$ cat src/rtl/lfu_pkg.sv
// Shared types and constants for the LFU cache with LRU tie-break.
// Used by lfu_cell and lfu_cache_lru_tiebreak; depends on nothing.
package lfu_pkg;

  localparam int unsigned IDX_W  = 8;   // holds any entry index up to 255
  localparam int unsigned USED_W = 9;   // holds an occupancy up to 256
  localparam int unsigned KEY_W  = 32;
  localparam int unsigned VAL_W  = 32;
  localparam int unsigned CNT_W  = 32;
  localparam int unsigned REC_W  = 64;
  localparam int unsigned CAP_W  = 5;

  localparam logic [CAP_W-1:0] CAP_RESET = CAP_W'(16);
  localparam logic OP_GET = 1'b0;
  localparam logic OP_PUT = 1'b1;

  typedef enum logic [1:0] {
    ST_IDLE,
    ST_SCAN,
    ST_DONE
  } state_e;

  typedef enum logic [1:0] {
    CMD_BUMP,
    CMD_WRITE,
    CMD_INSERT
  } cmd_e;

  // Summary that travels down the chain of cells during a lookup.
  typedef struct packed {
    logic [USED_W-1:0] used;
    logic              found;
    logic [IDX_W-1:0]  found_idx;
    logic [VAL_W-1:0]  found_val;
    logic              free;
    logic [IDX_W-1:0]  free_idx;
    logic              best_v;
    logic [IDX_W-1:0]  best_idx;
    logic [KEY_W-1:0]  best_key;
    logic [CNT_W-1:0]  best_cnt;
    logic [REC_W-1:0]  best_rec;
  } carry_t;

  // Update broadcast to all cells; only the addressed cell acts.
  typedef struct packed {
    logic             valid;
    cmd_e             kind;
    logic [IDX_W-1:0] idx;
    logic [KEY_W-1:0] key;
    logic [VAL_W-1:0] value;
    logic [REC_W-1:0] stamp;
  } cmd_t;

endpackage

$ cat src/rtl/lfu_cell.sv
// One cache entry of the LFU cache and its stage of the lookup chain.
// Depends on lfu_pkg.
module lfu_cell
  import lfu_pkg::*;
#(
  parameter int unsigned INDEX = 0
) (
  input  logic             clk_i,
  input  logic             rst_ni,
  input  logic [KEY_W-1:0] key_i,
  input  carry_t           carry_i,
  output carry_t           carry_o,
  input  cmd_t             cmd_i
);

  logic             valid_q;
  logic [KEY_W-1:0] key_q;
  logic [VAL_W-1:0] val_q;
  logic [CNT_W-1:0] cnt_q;
  logic [REC_W-1:0] rec_q;
  carry_t           carry_d, carry_q;
  logic             sel;
  logic [CNT_W-1:0] cnt_inc;

  localparam logic [IDX_W-1:0] MyIdx = IDX_W'(INDEX);

  always_comb begin
    carry_d = carry_i;
    if (valid_q) begin
      carry_d.used = carry_i.used + USED_W'(1);
      if (!carry_i.found && key_q == key_i) begin
        carry_d.found     = 1'b1;
        carry_d.found_idx = MyIdx;
        carry_d.found_val = val_q;
      end
      if (!carry_i.best_v || cnt_q < carry_i.best_cnt ||
          (cnt_q == carry_i.best_cnt && rec_q < carry_i.best_rec)) begin
        carry_d.best_v   = 1'b1;
        carry_d.best_idx = MyIdx;
        carry_d.best_key = key_q;
        carry_d.best_cnt = cnt_q;
        carry_d.best_rec = rec_q;
      end
    end else if (!carry_i.free) begin
      carry_d.free     = 1'b1;
      carry_d.free_idx = MyIdx;
    end
  end

  always_ff @(posedge clk_i) begin
    carry_q <= carry_d;
  end

  assign carry_o = carry_q;
  assign sel     = cmd_i.valid && (cmd_i.idx == MyIdx);
  assign cnt_inc = (cnt_q == '1) ? cnt_q : cnt_q + CNT_W'(1);

  always_ff @(posedge clk_i or negedge rst_ni) begin
    if (!rst_ni) begin
      valid_q <= 1'b0;
    end else if (sel && cmd_i.kind == CMD_INSERT) begin
      valid_q <= 1'b1;
    end
  end

  always_ff @(posedge clk_i) begin
    if (sel) begin
      unique case (cmd_i.kind)
        CMD_BUMP: begin
          cnt_q <= cnt_inc;
          rec_q <= cmd_i.stamp;
        end
        CMD_WRITE: begin
          val_q <= cmd_i.value;
          cnt_q <= cnt_inc;
          rec_q <= cmd_i.stamp;
        end
        CMD_INSERT: begin
          key_q <= cmd_i.key;
          val_q <= cmd_i.value;
          cnt_q <= CNT_W'(1);
          rec_q <= cmd_i.stamp;
        end
        default: begin
          rec_q <= rec_q;
        end
      endcase
    end
  end

endmodule

$ cat config.mk
export PLATFORM = sky130hd
export DESIGN_NAME = lfu_cell
export DESIGN_NICKNAME = d
export VERILOG_FILES = /design/src/rtl/lfu_pkg.sv /design/src/rtl/lfu_cell.sv
export SDC_FILE = /design/constraint.sdc
export NUM_CORES = 1
export LEC_CHECK = 0
export BUFFER_PORTS_ARGS = -buffer_cell sky130_fd_sc_hd__buf_2
export CAP_MARGIN = 25
export CORE_AREA = 2 2 218 220
export CTS_BUF_LIST = sky130_fd_sc_hd__clkbuf_8 sky130_fd_sc_hd__clkbuf_16
export DETAILED_ROUTE_END_ITERATION = 12
export DIE_AREA = 0 0 220 222
export GPL_TIMING_DRIVEN = 0
export RECOVER_POWER = 50
export SKIP_CTS_REPAIR_TIMING = 1
export SYNTH_ARGS = -nofsm -noshare
export SYNTH_HDL_FRONTEND = slang
export SYNTH_SLANG_ARGS = --single-unit
$ cat constraint.sdc
create_clock -name clk_i -period 7.4 [get_ports clk_i]
set_input_delay 1.48 -clock clk_i [delete_from_list [all_inputs] [get_ports clk_i]]
set_output_delay 1.48 -clock clk_i [all_outputs]
set_load 0.01 [all_outputs]
After elaboration in Yosys (flattened, before gate mapping)
Index checks and enable logic that the tools add are counted.
- memory bits (read-only): 0
- RAM bits: 0
- memories kept: 0
- bits in registers: 357
- word-level logic and storage cells: 52
- latch bits: 0
- input bits: 369
- div/mod/pow operators: 0
- $add $sub $neg: 2
- shift-type cells: 0
- bitwise operators: 0
- $mul: 0
- reductions and logical operators: 18
- multiplexer cells: 8
- equality and inequality tests: 6
- $lt $le $gt $ge: 2
- operator list (operator ; count):
    $mux W137 ; 2
    $eq A32 B32 Y1 ; 2
    $lt A64 B64 Y1 ; 1
    $pmux W32 S2 ; 1
    $mux W50 ; 1
    $mux W41 ; 1
    $add A32 B1 Y32 const B ; 1
    $eq A32 B32 Y1 const B ; 1
    $lt A32 B32 Y1 ; 1
    $mux W32 ; 1
    $add A9 B1 Y9 const B ; 1
    $mux W9 ; 1
    $logic_not A8 Y1 ; 1
    $mux W8 ; 1
    $reduce_and A2 Y1 ; 3
    $logic_and A1 B1 Y1 ; 4
    $reduce_or A2 Y1 ; 2
    $reduce_and A3 Y1 ; 1
    $reduce_or A3 Y1 ; 1
    $eq A2 B1 Y1 const B ; 1
    $eq A2 B2 Y1 const B ; 1
    $logic_not A1 Y1 ; 2
    $logic_not A2 Y1 ; 1
    $logic_or A1 B1 Y1 ; 2
    2 further kinds ; 2

Depth between registers and ports, before layout
Gate-level depths: netlist (run 1).
- word-level depth: 5
- depth in mapped cells: 12

Least setup slack after synthesis (run 1)
OpenSTA, ideal clock, no wires.
- path kind: input -> register
- start: in cmd_i[130] in the netlist's numbering
- end: reg rec_q[0], enable pin
- path slack: 2.264 ns
- path buffers: 0
- required time: 6.913 ns
- stages on the path: 3
- arrival time: 4.649 ns
- path through: nor4_1 nand4b_1 nor2_1
- cells in the longest elaborated chain, start to end: 3
- RTL lines (item ; RTL line ; source):
    from (decl) ; lfu_cell.sv:13 ; input cmd_t cmd_i
    $logic_not A8 Y1 ; lfu_cell.sv:55 ; assign sel = cmd_i.valid && (cmd_i.idx == MyIdx);
    $logic_and A1 B1 Y1 ; lfu_cell.sv:55 ;
    $reduce_and A2 Y1 (no line) ; n/a ;
    to (signal assigned) ; lfu_cell.sv:71 ; rec_q <= cmd_i.stamp;
    to (signal assigned) ; lfu_cell.sv:76 ; rec_q <= cmd_i.stamp;
    to (signal assigned) ; lfu_cell.sv:82 ; rec_q <= cmd_i.stamp;
    to (decl) ; lfu_cell.sv:20 ; logic [REC_W-1:0] rec_q;
Every way passes these cells.
A chain may end at the register's enable or synchronous reset.

==> results of run 1 <==
-- area by class of cell --
class                   instances  area [um2]  area share [%]
diodes                          9        22.5           0.115
clock inverters                21         134           0.686
clock buffers                  55        1290            6.59
plain buffers                  23         138           0.705
well taps                     607         759            3.89
multi-input cells             623        5350            27.4
repair buffers                570        2690            13.8
inverters                     100         375            1.92
flip-flops and latches        357        8750            44.9
-- state kept, by name, summed over array words and instances, names as in the netlist --
name and flops:
carry_o 196, cnt_q 32, key_q 32, rec_q 64, val_q 32, valid_q 1
-- worst register-to-register path: cells and delay by family (launching register included) --
family	cells	cell delay [ns]
flip-flops	1	0.49
AND/OR/NAND/NOR	3	1.04
AO/OA/AOI/OAI	2	0.77
adder cells (fa/ha/maj)	1	0.34
multiplexers	1	0.32
buffers and inverters	3	0.57
-- layer usage --
layer,vias to the layer above,GRT usage (%),wire [um]
met4,8,6.37,1310
met2,393,31.9,22900
li1,5139,-,-
met3,79,5.32,3590
met5,-,0,65
met1,5012,19.2,16800
-- cells by family (layout without fill, tap and decap cells) --
group / count (synthesis) / count (layout) / synth area share (%)
AO/OA/AOI/OAI: 83 / 83 / 3.33
XOR/XNOR: 68 / 68 / 4.08
adder cells (fa/ha/maj): 99 / 99 / 8.49
buffers and inverters: 123 / 769 / 3.52
flip-flops: 357 / 357 / 60.0
multiplexers: 161 / 161 / 13.2
other: 0 / 9 / 0
AND/OR/NAND/NOR: 212 / 212 / 7.36
-- power by group --
part	switching (mW)	leakage (nW)	internal, mW
clock network	0.828	0.729	1.26
logic	0.167	4.50	0.170
registers	0.0132	3.10	2.10
-- cell usage in the layout (no fill, tap or decap), types with 7 or more instances in the layout --
cell,n
a21oi_1,37
and2_1,16
and3_1,8
buf_2,381
clkbuf_1,200
clkbuf_16,47
clkbuf_8,8
clkinv_2,8
dfxtp_1,196
diode_2,9
edfxtp_1,160
ha_1,99
inv_1,107
mux2_2,129
mux2_4,30
nand2_1,44
nand3_1,16
nand4_1,34
nor2_1,47
nor2b_1,12
nor3_1,9
nor4_1,7
o21ai_0,19
xnor2_1,43
xor2_1,25
-- final timing paths --
path / to / startpoint / slack, ns
setup / recovery: carry_o[100] / carry_i[91] / 3.23
hold / removal: carry_o[150] / val_q[4] / 0.47
setup reg to reg: carry_o[100] / cnt_q[29] / 3.75
hold reg to reg: carry_o[150] / val_q[4] / 0.47
max in group asynchronous: valid_q / rst_ni / 6.62
min in group asynchronous: valid_q / rst_ni / 0.69
-- per-stage QoR --
stage / power (mW) / cell area (um2) / util [%] / hold slack, ns / setup WS, ns
2_1_floorplan: 2.31 / 14600 / - / 0.449 / 2.26
3_3_place_gp: 2.50 / 18200 / 39.3 / 0.450 / 0.0666
3_5_place_dp: 2.51 / 18300 / 39.6 / 0.460 / 2.50
4_1_cts: 4.60 / 19700 / 42.7 / 0.475 / 3.07
5_1_grt: 4.70 / 19500 / 42.2 / 0.479 / 2.91
6_report: 4.54 / 19500 / 42.2 / 0.472 / 3.23
==> reports/summary.txt, run 1 <==
Run status -> finished, final reports clean
Final setup viols -> 0
Largest net degree at the start of global routing -> 33
Ys flop type -> dfxtp_1
Worst-Skew Late Latency -> 0.55 ns
Clock sinks -> 357
Max cap viols -> 0
Number of routed nets with antenna violations -> 0
Synth area leaders -> edfxtp_1 (33%), dfxtp_1 (27%), mux2_2 (10%)
Worst path depth -> 12
Area leader, netlist -> edfxtp_1
Global Route Usage Sum -> 17.6%
I/O pin count -> 565
Slew of the pin with the lowest slew margin -> 0.808 ns
FILL cells -> 4472
Initial drt markers -> 397
Slowest cell delay on critical path -> 0.58 ns
Finished Layout Cells -> 2365
Clk_skew -> 0.0154 ns
Dominant cell by count in the synthesized netlist -> dfxtp_1
Core Area -> 46300 um2
Syn nets -> 1571
Worst setup path class -> input pin to flip-flop
Die H -> 222 um
CTS root buf -> clkbuf_16
First-pass GRT wire length -> 64600 um
GPL Wtd Cong -> 0.862
Maximum clock path buffer count -> 3
CTS buffer count -> 41
1st-pass router iterations -> 4
CP max stage cell -> nor4_1
Crit-path cells -> buf_2 > inv_1 > ha_1 > nand4_1 > nor4_1 > nand4_1 > a2111oi_0 > a31oi_1 > buf_6 > buf_6 > buf_6 > mux2_4
Fraction of layout cells with a size suffix above 1 -> 35.8%
Initial antenna violation count -> 14
Number of flops mapped to enable cells by yosys -> 160
Power Dens Cells -> 232 nW/um2
CP startpoint kind -> input pin
DRC errors left -> 0
Worst Path Max Fanout -> 10
Crit-path leading delay family -> simple AND/OR/NAND/NOR gates
CTS H-tree depth -> 2
Min-delay worst type -> flip-flop to flip-flop
Via-to-Cell Ratio -> 4.50
Area Growth Syn to Fin -> 33.8%
Worst EP arrival -> 4.60 ns
RSZ-0062 raised after global routing -> false
Share of the synthesized area in the top cell type -> 32.9%
Routed vias -> 10.6k
Most frequent cell on the critical path -> buf_6
Synthesized cell area -> 14600 um2
Worst-path clk slew -> 0.06 ns
NumNets Final -> 2184
Post-synth ARST share -> 0.280%
Vias in the first global route -> 11.0k
Critical path buffer and inverter count -> 5
Pleak -> 8.33 nW
Reg2reg path depth -> 10
Die Span X -> 220 um
Sequential area share after synthesis -> 60.0%
TritonCTS clock tree -> built
Distinct cell type count after synthesis -> 44
Worst vdd ir -> 0.184 mV
Mean Syn Cell Area -> 13.2 um2
Die ar. -> 48800 um2
Initial Util -> 31.5%
Grt ovf -> 0
Fin crit share -> 56.4%
Floorplan row count -> 79
Final Slew Violations -> 0
Hold Path Depth -> 1
CP Capture Type -> flip-flop
Cell count after synthesis -> 1103
Setup TNS -> 0 ns
Final Hold Viols -> 0
Most frequent cells after synthesis -> dfxtp_1 (196), edfxtp_1 (160), mux2_2 (129), inv_1 (100), ha_1 (99)
Period minus WS final -> 4.17 ns
Post-DP HPWL -> 35900 um
Register bit total from synthesis -> 357
Detailed-route wire length -> 44600 um
Rel. slew slack -> 45.7%
DR WL/cell -> 18.9 um
Fmax -> 240 MHz
Syn. warnings -> 0
Worst EP required -> 7.83 ns
IO Port Bufs -> 564
Placed cell count -> 2280
No activity file was read; power rests on OpenSTA's default activity.
==> run 2, diff against run 1 <==
- ABC_AREA: default -> 1
- clock period: 7.4 -> 3.4 ns (I/O delays scaled with it)
==> run 2 against run 1 <==
Net effect: global-route usage grew 2.5 points; register-to-register slack lost 3.5 ns; critical path depth grew 2; worst hold slack lost 0.19 ns; critical path type is now flip-flop to flip-flop; critical endpoint is now carry_o[125].
==> reports/summary.txt, run 2 <==
Run status -> finished, final reports clean
Worst vdd ir -> 0.420 mV (+130%)
Clock sinks -> 357 (unchanged)
Final Slew Violations -> 0 (unchanged)
Fmax -> 323 MHz
Placed Instance Area -> 19100 um2 (+4.1%)
I/O pin count -> 565 (unchanged)
Synth area leaders -> edfxtp_1 (31%), dfxtp_1 (26%), nand2_1 (11%)
Ys flop type -> dfxtp_1
Reg2reg start -> cnt_q[15]
Most frequent cells after synthesis -> nand2_1 (437), inv_1 (217), dfxtp_1 (196), edfxtp_1 (160), nand3_1 (158)
Worst EP required -> 3.88 ns (-3.95 ns)
Mean Syn Cell Area -> 9.36 um2 (-29%)
Critical path buffer and inverter count -> 4 (-1)
Number of routed nets with antenna violations -> 0 (unchanged)
Routed vias -> 13.3k (+25%)
Core Area -> 46300 um2 (unchanged)
Net Sw Frac -> 23.5% (+1.3 points)
Hold Path Origin -> cmd_i[108]
NetSw -> 2.32 mW (+130%)
Fraction of layout cells with a size suffix above 1 -> 21.1% (-15 points)
Crit-path cells -> ha_1 > nand4_1 > nor2_1 > inv_1 > nor2_1 > nand3_1 > nor2_1 > nand2_1 > nand2_1 > buf_6 > buf_6 > buf_6 > nand3_1 > nand2_1
Internal power -> 7.54 mW (+110%)
Via-to-Cell Ratio -> 4.58 (+2.0%)
GPL Wtd Cong -> 0.898 (+4.2%)
Worst setup path class -> flip-flop to flip-flop
CP startpoint -> cnt_q[15]
DR WL/cell -> 17.4 um (-8.1%)
Vias in the first global route -> 13.2k (+20%)
CP max stage cell -> edfxtp_1
Worst-path clk slew -> 0.06 ns (about the same)
Slew of the pin with the lowest slew margin -> 0.997 ns (+0.189 ns)
Post-DP HPWL -> 40100 um (+12%)
Final Core Density -> 43.7% (+1.5 points)
Max reg flops -> 196 (unchanged)
NumNets Final -> 2722 (+25%)
Initial antenna violation count -> 20 (+6)
Syn nets -> 2109 (+34%)
Fin crit share -> 91.2%
TritonCTS clock tree -> built
Final Hold Viols -> 0 (unchanged)
Distinct cell type count after synthesis -> 38 (-14%)
Post-route cell area -> 20200 um2 (+3.5%)
Commonest non-fill, non-tap cell in the layout -> nand2_1
Cell count after synthesis -> 1641 (+49%)
Grt ovf -> 0 (unchanged)
Initial Util -> 33.2% (+1.7 points)
Die Span X -> 220 um (unchanged)
1st-pass router iterations -> 5 (+1)
Slowest cell delay on critical path -> 0.49 ns (-0.09 ns)
Final setup viols -> 0 (unchanged)
Clk_skew -> 0.0167 ns (+0.00130 ns)
Logic gate share of total power -> 8.2% (+0.8 points)
Worst Path Max Fanout -> 10 (unchanged)
Most frequent cells in the layout -> nand2_1 (437), buf_2 (372), inv_1 (226)
First-pass GRT wire length -> 74400 um (+15%)
RSZ-0062 raised after global routing -> false
Floorplan row count -> 79 (unchanged)
Maximum clock path buffer count -> 3 (unchanged)
Crit-path leading delay family -> simple AND/OR/NAND/NOR gates
DRC errors left -> 0 (unchanged)
Period minus WS final -> 3.10 ns
Area Growth Syn to Fin -> 31.6%
Overall power consumption -> 9.86 mW (+120%)
Rel. slew slack -> 33.5% (-12 points)
Worst-Skew Late Latency -> 0.57 ns (+0.02 ns)
CP Capture Type -> flip-flop
Detailed-route wire length -> 50500 um (+13%)
Sequential power share -> 47.0% (+0.4 points)
Max cap viols -> 0 (unchanged)
Synthesized cell area -> 15400 um2 (+5.3%)
Die ar. -> 48800 um2 (unchanged)
Area leader, netlist -> edfxtp_1
Share of the synthesized area in the top cell type -> 31.3% (-1.7 points)
Dominant cell by count in the synthesized netlist -> nand2_1
WHS -> 0.285 ns (-0.186 ns)
Largest net degree at the start of global routing -> 33 (unchanged)
CTS root buf -> clkbuf_16
Post-synth ARST share -> 0.280% (unchanged)
Global Route Usage Sum -> 20.1% (+2.5 points)
Min-delay worst type -> input pin to flip-flop
Initial drt markers -> 689 (+74%)
Sequential area share after synthesis -> 57.0% (-3.0 points)
Pleak -> 9.65 nW (+16%)
Setup TNS -> 0 ns (unchanged)
CP startpoint kind -> flip-flop
Syn. warnings -> 0 (unchanged)
CTS buffer count -> 41 (unchanged)
Worst EP arrival -> 3.58 ns (-1.02 ns)
Register bit total from synthesis -> 357 (unchanged)
Clock power share -> 44.8% (-1.1 points)
Die H -> 222 um (unchanged)
IO Port Bufs -> 564 (unchanged)
Number of flops mapped to enable cells by yosys -> 160 (unchanged)
CTS H-tree depth -> 2 (unchanged)
Power Dens Cells -> 488 nW/um2 (+110%)
[run 2: changes by cell type after synthesis, moves of 17 or more]
cell,previous run,this run
mux2_4,30,0
nor2_1,50,71
xnor2_1,43,18
a21oi_1,37,68
inv_1,100,217
nand2_1,44,437
o21ai_0,19,60
nand4_1,34,17
xor2_1,25,8
mux2_2,129,0
nand3_1,16,158
[run 2: final timing paths]
kind                            depth (start not counted)           end  slack, ns
max in group asynchronous                               2       valid_q       2.86
worst max register to register                         14  carry_o[125]       0.30
worst min register to register                          2  carry_o[104]       0.50
min in group asynchronous                               2       valid_q       0.44
worst max-delay path                                   14  carry_o[125]       0.30
worst min-delay path                                    1     key_q[12]       0.29
[run 2: power by group through the flow]
stage | clock [mW] | combinational (mW) | sequential (mW)
2_1_floorplan | 0 | 0.306 | 4.78
3_3_place_gp | 0 | 0.836 | 4.72
3_5_place_dp | 0 | 0.851 | 4.72
4_1_cts | 4.55 | 0.855 | 4.63
5_1_grt | 4.72 | 0.909 | 4.64
6_report | 4.42 | 0.812 | 4.63
[run 2: final cells by class]
cell class / instances / area [um2]
clock buffers: 49 / 1160
repair buffers: 570 / 2670
plain buffers: 55 / 358
well taps: 607 / 759
flip-flops and latches: 357 / 8750
clock inverters: 27 / 210
diodes: 14 / 35.0
fillers: 4659 / 26100
multi-input cells: 1011 / 5440
inverters: 218 / 818
[run 2: per-stage QoR]
stage	setup WS (ns)	cells
2_1_floorplan	0.120	1641
3_3_place_gp	-1.75	2812
3_5_place_dp	-0.0337	2817
4_1_cts	0.229	2893
5_1_grt	0.0805	2906
6_report	0.300	2908
[run 2: metal layers]
metal / GRT usage, % / routed length [um]
met3: 4.66 / 4010
met5: 0 / 51
met4: 8.01 / 1470
met1: 24.3 / 20200
met2: 34.4 / 24700
[run 2: cells by family (layout without fill, tap and decap cells)]
kind of cell / count (synthesis) / in the layout / share of synthesized area [%]
AND/OR/NAND/NOR: 735 / 735 / 20.5
flip-flops: 357 / 357 / 57.0
buffers and inverters: 273 / 919 / 7.67
AO/OA/AOI/OAI: 151 / 151 / 5.29
adder cells (fa/ha/maj): 99 / 99 / 8.07
XOR/XNOR: 26 / 26 / 1.48
other: 0 / 14 / 0
==> run 3, diff against run 2 <==
- BUFFER_PORTS_ARGS: -buffer_cell sky130_fd_sc_hd__buf_2 -> default
- CELL_PAD_IN_SITES_DETAIL_PLACEMENT: default -> 0
- CELL_PAD_IN_SITES_GLOBAL_PLACEMENT: default -> 1
- DONT_BUFFER_PORTS: default -> 1
- PLACE_DENSITY_LB_ADDON: default -> 0.1
==> run 3 against run 2 <==
Net effect: combinational power down 50%; sequential cell count unchanged; critical path depth down 3.
==> reports/summary.txt, run 3 (synthesis gave the netlist of run 2 again) <==
Fin crit share -> 84.6% (-6.6 points)
Maximum clock path buffer count -> 3 (unchanged)
Max cap viols -> 0 (unchanged)
GPL Wtd Cong -> 0.820 (-8.7%)
CP startpoint kind -> flip-flop
Worst-Skew Late Latency -> 0.57 ns (about the same)
Number of routed nets with antenna violations -> 0 (unchanged)
Initial drt markers -> 535 (-22%)
Worst EP arrival -> 3.19 ns (-0.39 ns)
DR WL/cell -> 21.3 um (+23%)
Fraction of layout cells with a size suffix above 1 -> 7.06% (-14 points)
FILL cells -> 4681 (+0.47%)
IO Port Bufs -> 0 (-100%)
CP max stage cell -> edfxtp_1
Final setup viols -> 0 (unchanged)
Overall power consumption -> 9.80 mW (-0.63%)
Fmax -> 348 MHz (+7.8%)
Via-to-Cell Ratio -> 4.72 (+2.9%)
Most frequent cell on the critical path -> nor2_1
Run status -> finished, final reports clean
CTS H-tree depth -> 2 (unchanged)
Power Dens Cells -> 553 nW/um2 (+13%)
Area Growth Syn to Fin -> 15.3%
Core Area -> 46300 um2 (unchanged)
CTS root buf -> clkbuf_16
Critical path buffer and inverter count -> 1 (-3)
Die ar. -> 48800 um2 (unchanged)
Post-DP HPWL -> 39200 um (-2.1%)
Slew of the pin with the lowest slew margin -> 0.914 ns (-0.0827 ns)
Vias in the first global route -> 11.3k (-15%)
CTS buffer count -> 43 (+4.9%)
Detailed-route wire length -> 49800 um (-1.3%)
Final Slew Violations -> 0 (unchanged)
DRC errors left -> 0 (unchanged)
Max reg flops -> 196 (unchanged)
First-pass GRT wire length -> 71800 um (-3.5%)
Floorplan row count -> 79 (unchanged)
Commonest non-fill, non-tap cell in the layout -> nand2_1
RSZ-0062 raised after global routing -> false
Crit-path cells -> ha_1 > nand2_1 > nor2_1 > nand4_1 > nor2_1 > nand4_1 > nor2_1 > nand3_1 > nand2_1 > a21oi_4 > buf_12
Worst vdd ir -> 0.416 mV (-1.0%)
Grt ovf -> 0 (unchanged)
Worst setup path class -> flip-flop to flip-flop
CP Capture Type -> flip-flop
Worst-path clk slew -> 0.06 ns (about the same)
Initial antenna violation count -> 17 (-15%)
Clk_skew -> 0.0103 ns (-0.00646 ns)
Setup TNS -> 0 ns (unchanged)
Pleak -> 8.02 nW (-17%)
Global Route Usage Sum -> 20.1% (-0.042 points)
1st-pass router iterations -> 4 (-1)
Crit-path leading delay family -> simple AND/OR/NAND/NOR gates
Period minus WS final -> 2.88 ns (-0.224 ns)
NumNets Final -> 2160 (-21%)
I/O pin count -> 565 (unchanged)
Die H -> 222 um (unchanged)
Worst EP required -> 3.71 ns (-0.17 ns)
Largest net degree at the start of global routing -> 33 (unchanged)
Die Span X -> 220 um (unchanged)
Initial Util -> 33.2% (unchanged)
Final Hold Viols -> 0 (unchanged)
Rel. slew slack -> 39.0% (+5.5 points)
TritonCTS clock tree -> built
Worst Path Max Fanout -> 27 (+17)
Clock sinks -> 357 (unchanged)
Min-delay worst type -> input pin to flip-flop
Routed vias -> 11.0k (-17%)
Most frequent cells in the layout -> nand2_1 (437), inv_1 (230), dfxtp_1 (196)
Slowest cell delay on critical path -> 0.43 ns (-0.06 ns)
[run 3: cell types whose count changed in the layout (fill, tap and decap cells not counted), sizes merged]
cell	previous run	this run
buf	399	37
bufinv	2	3
clkbuf	274	73
clkinv	13	9
clkinvlp	0	4
diode	14	6
inv	230	232
[run 3: worst paths after layout]
path	slack, ns	end	startpoint	cells after the start
max in group asynchronous	2.95	valid_q	rst_ni	1
max reg2reg	0.52	cnt_q[15]	cnt_q[1]	11
min	0.20	carry_o[187]	carry_i[187]	1
min in group asynchronous	0.33	valid_q	rst_ni	1
max	0.52	cnt_q[15]	cnt_q[1]	11
min reg2reg	0.50	carry_o[11]	rec_q[11]	2
[run 3: final cells by class]
cell class	instances	area [um2]	share of cell area (%)
flip-flops and latches	357	8750	49.4
clock buffers	50	1210	6.81
multi-input cells	1011	5450	30.8
inverters	218	818	4.62
clock inverters	30	245	1.38
plain buffers	55	358	2.02
well taps	607	759	4.29
repair buffers	6	103	0.579
diodes	6	15.0	0.0848
[run 3: per-stage QoR]
step	instance area (um2)	hold slack, ns	util [%]	std cells	setup WS, ns
finish	17700	0.203	38.3	2340	0.524
global route	17700	0.170	38.3	2338	0.239
CTS	17700	-0.239	38.3	2333	0.434
detailed placement	16300	0.385	35.1	2253	0.275
global placement	16100	0.385	34.8	2248	-1.67
floorplan	15400	0.384	-	1641	0.120
[run 3: power by group]
group	switching (mW)	total [mW]	internal (mW)
sequential	0.126	4.73	4.60
combinational	0.243	0.406	0.163
clock	1.90	4.67	2.77
[run 3: layer usage]
layer	global-route usage, %	share of wire, %	vias up
met3	8.26	9.8	92
li1	-	-	5480
met4	5.93	2.7	16
met2	34.0	48	389
met1	23.1	39	5065
met5	0	0.21	-
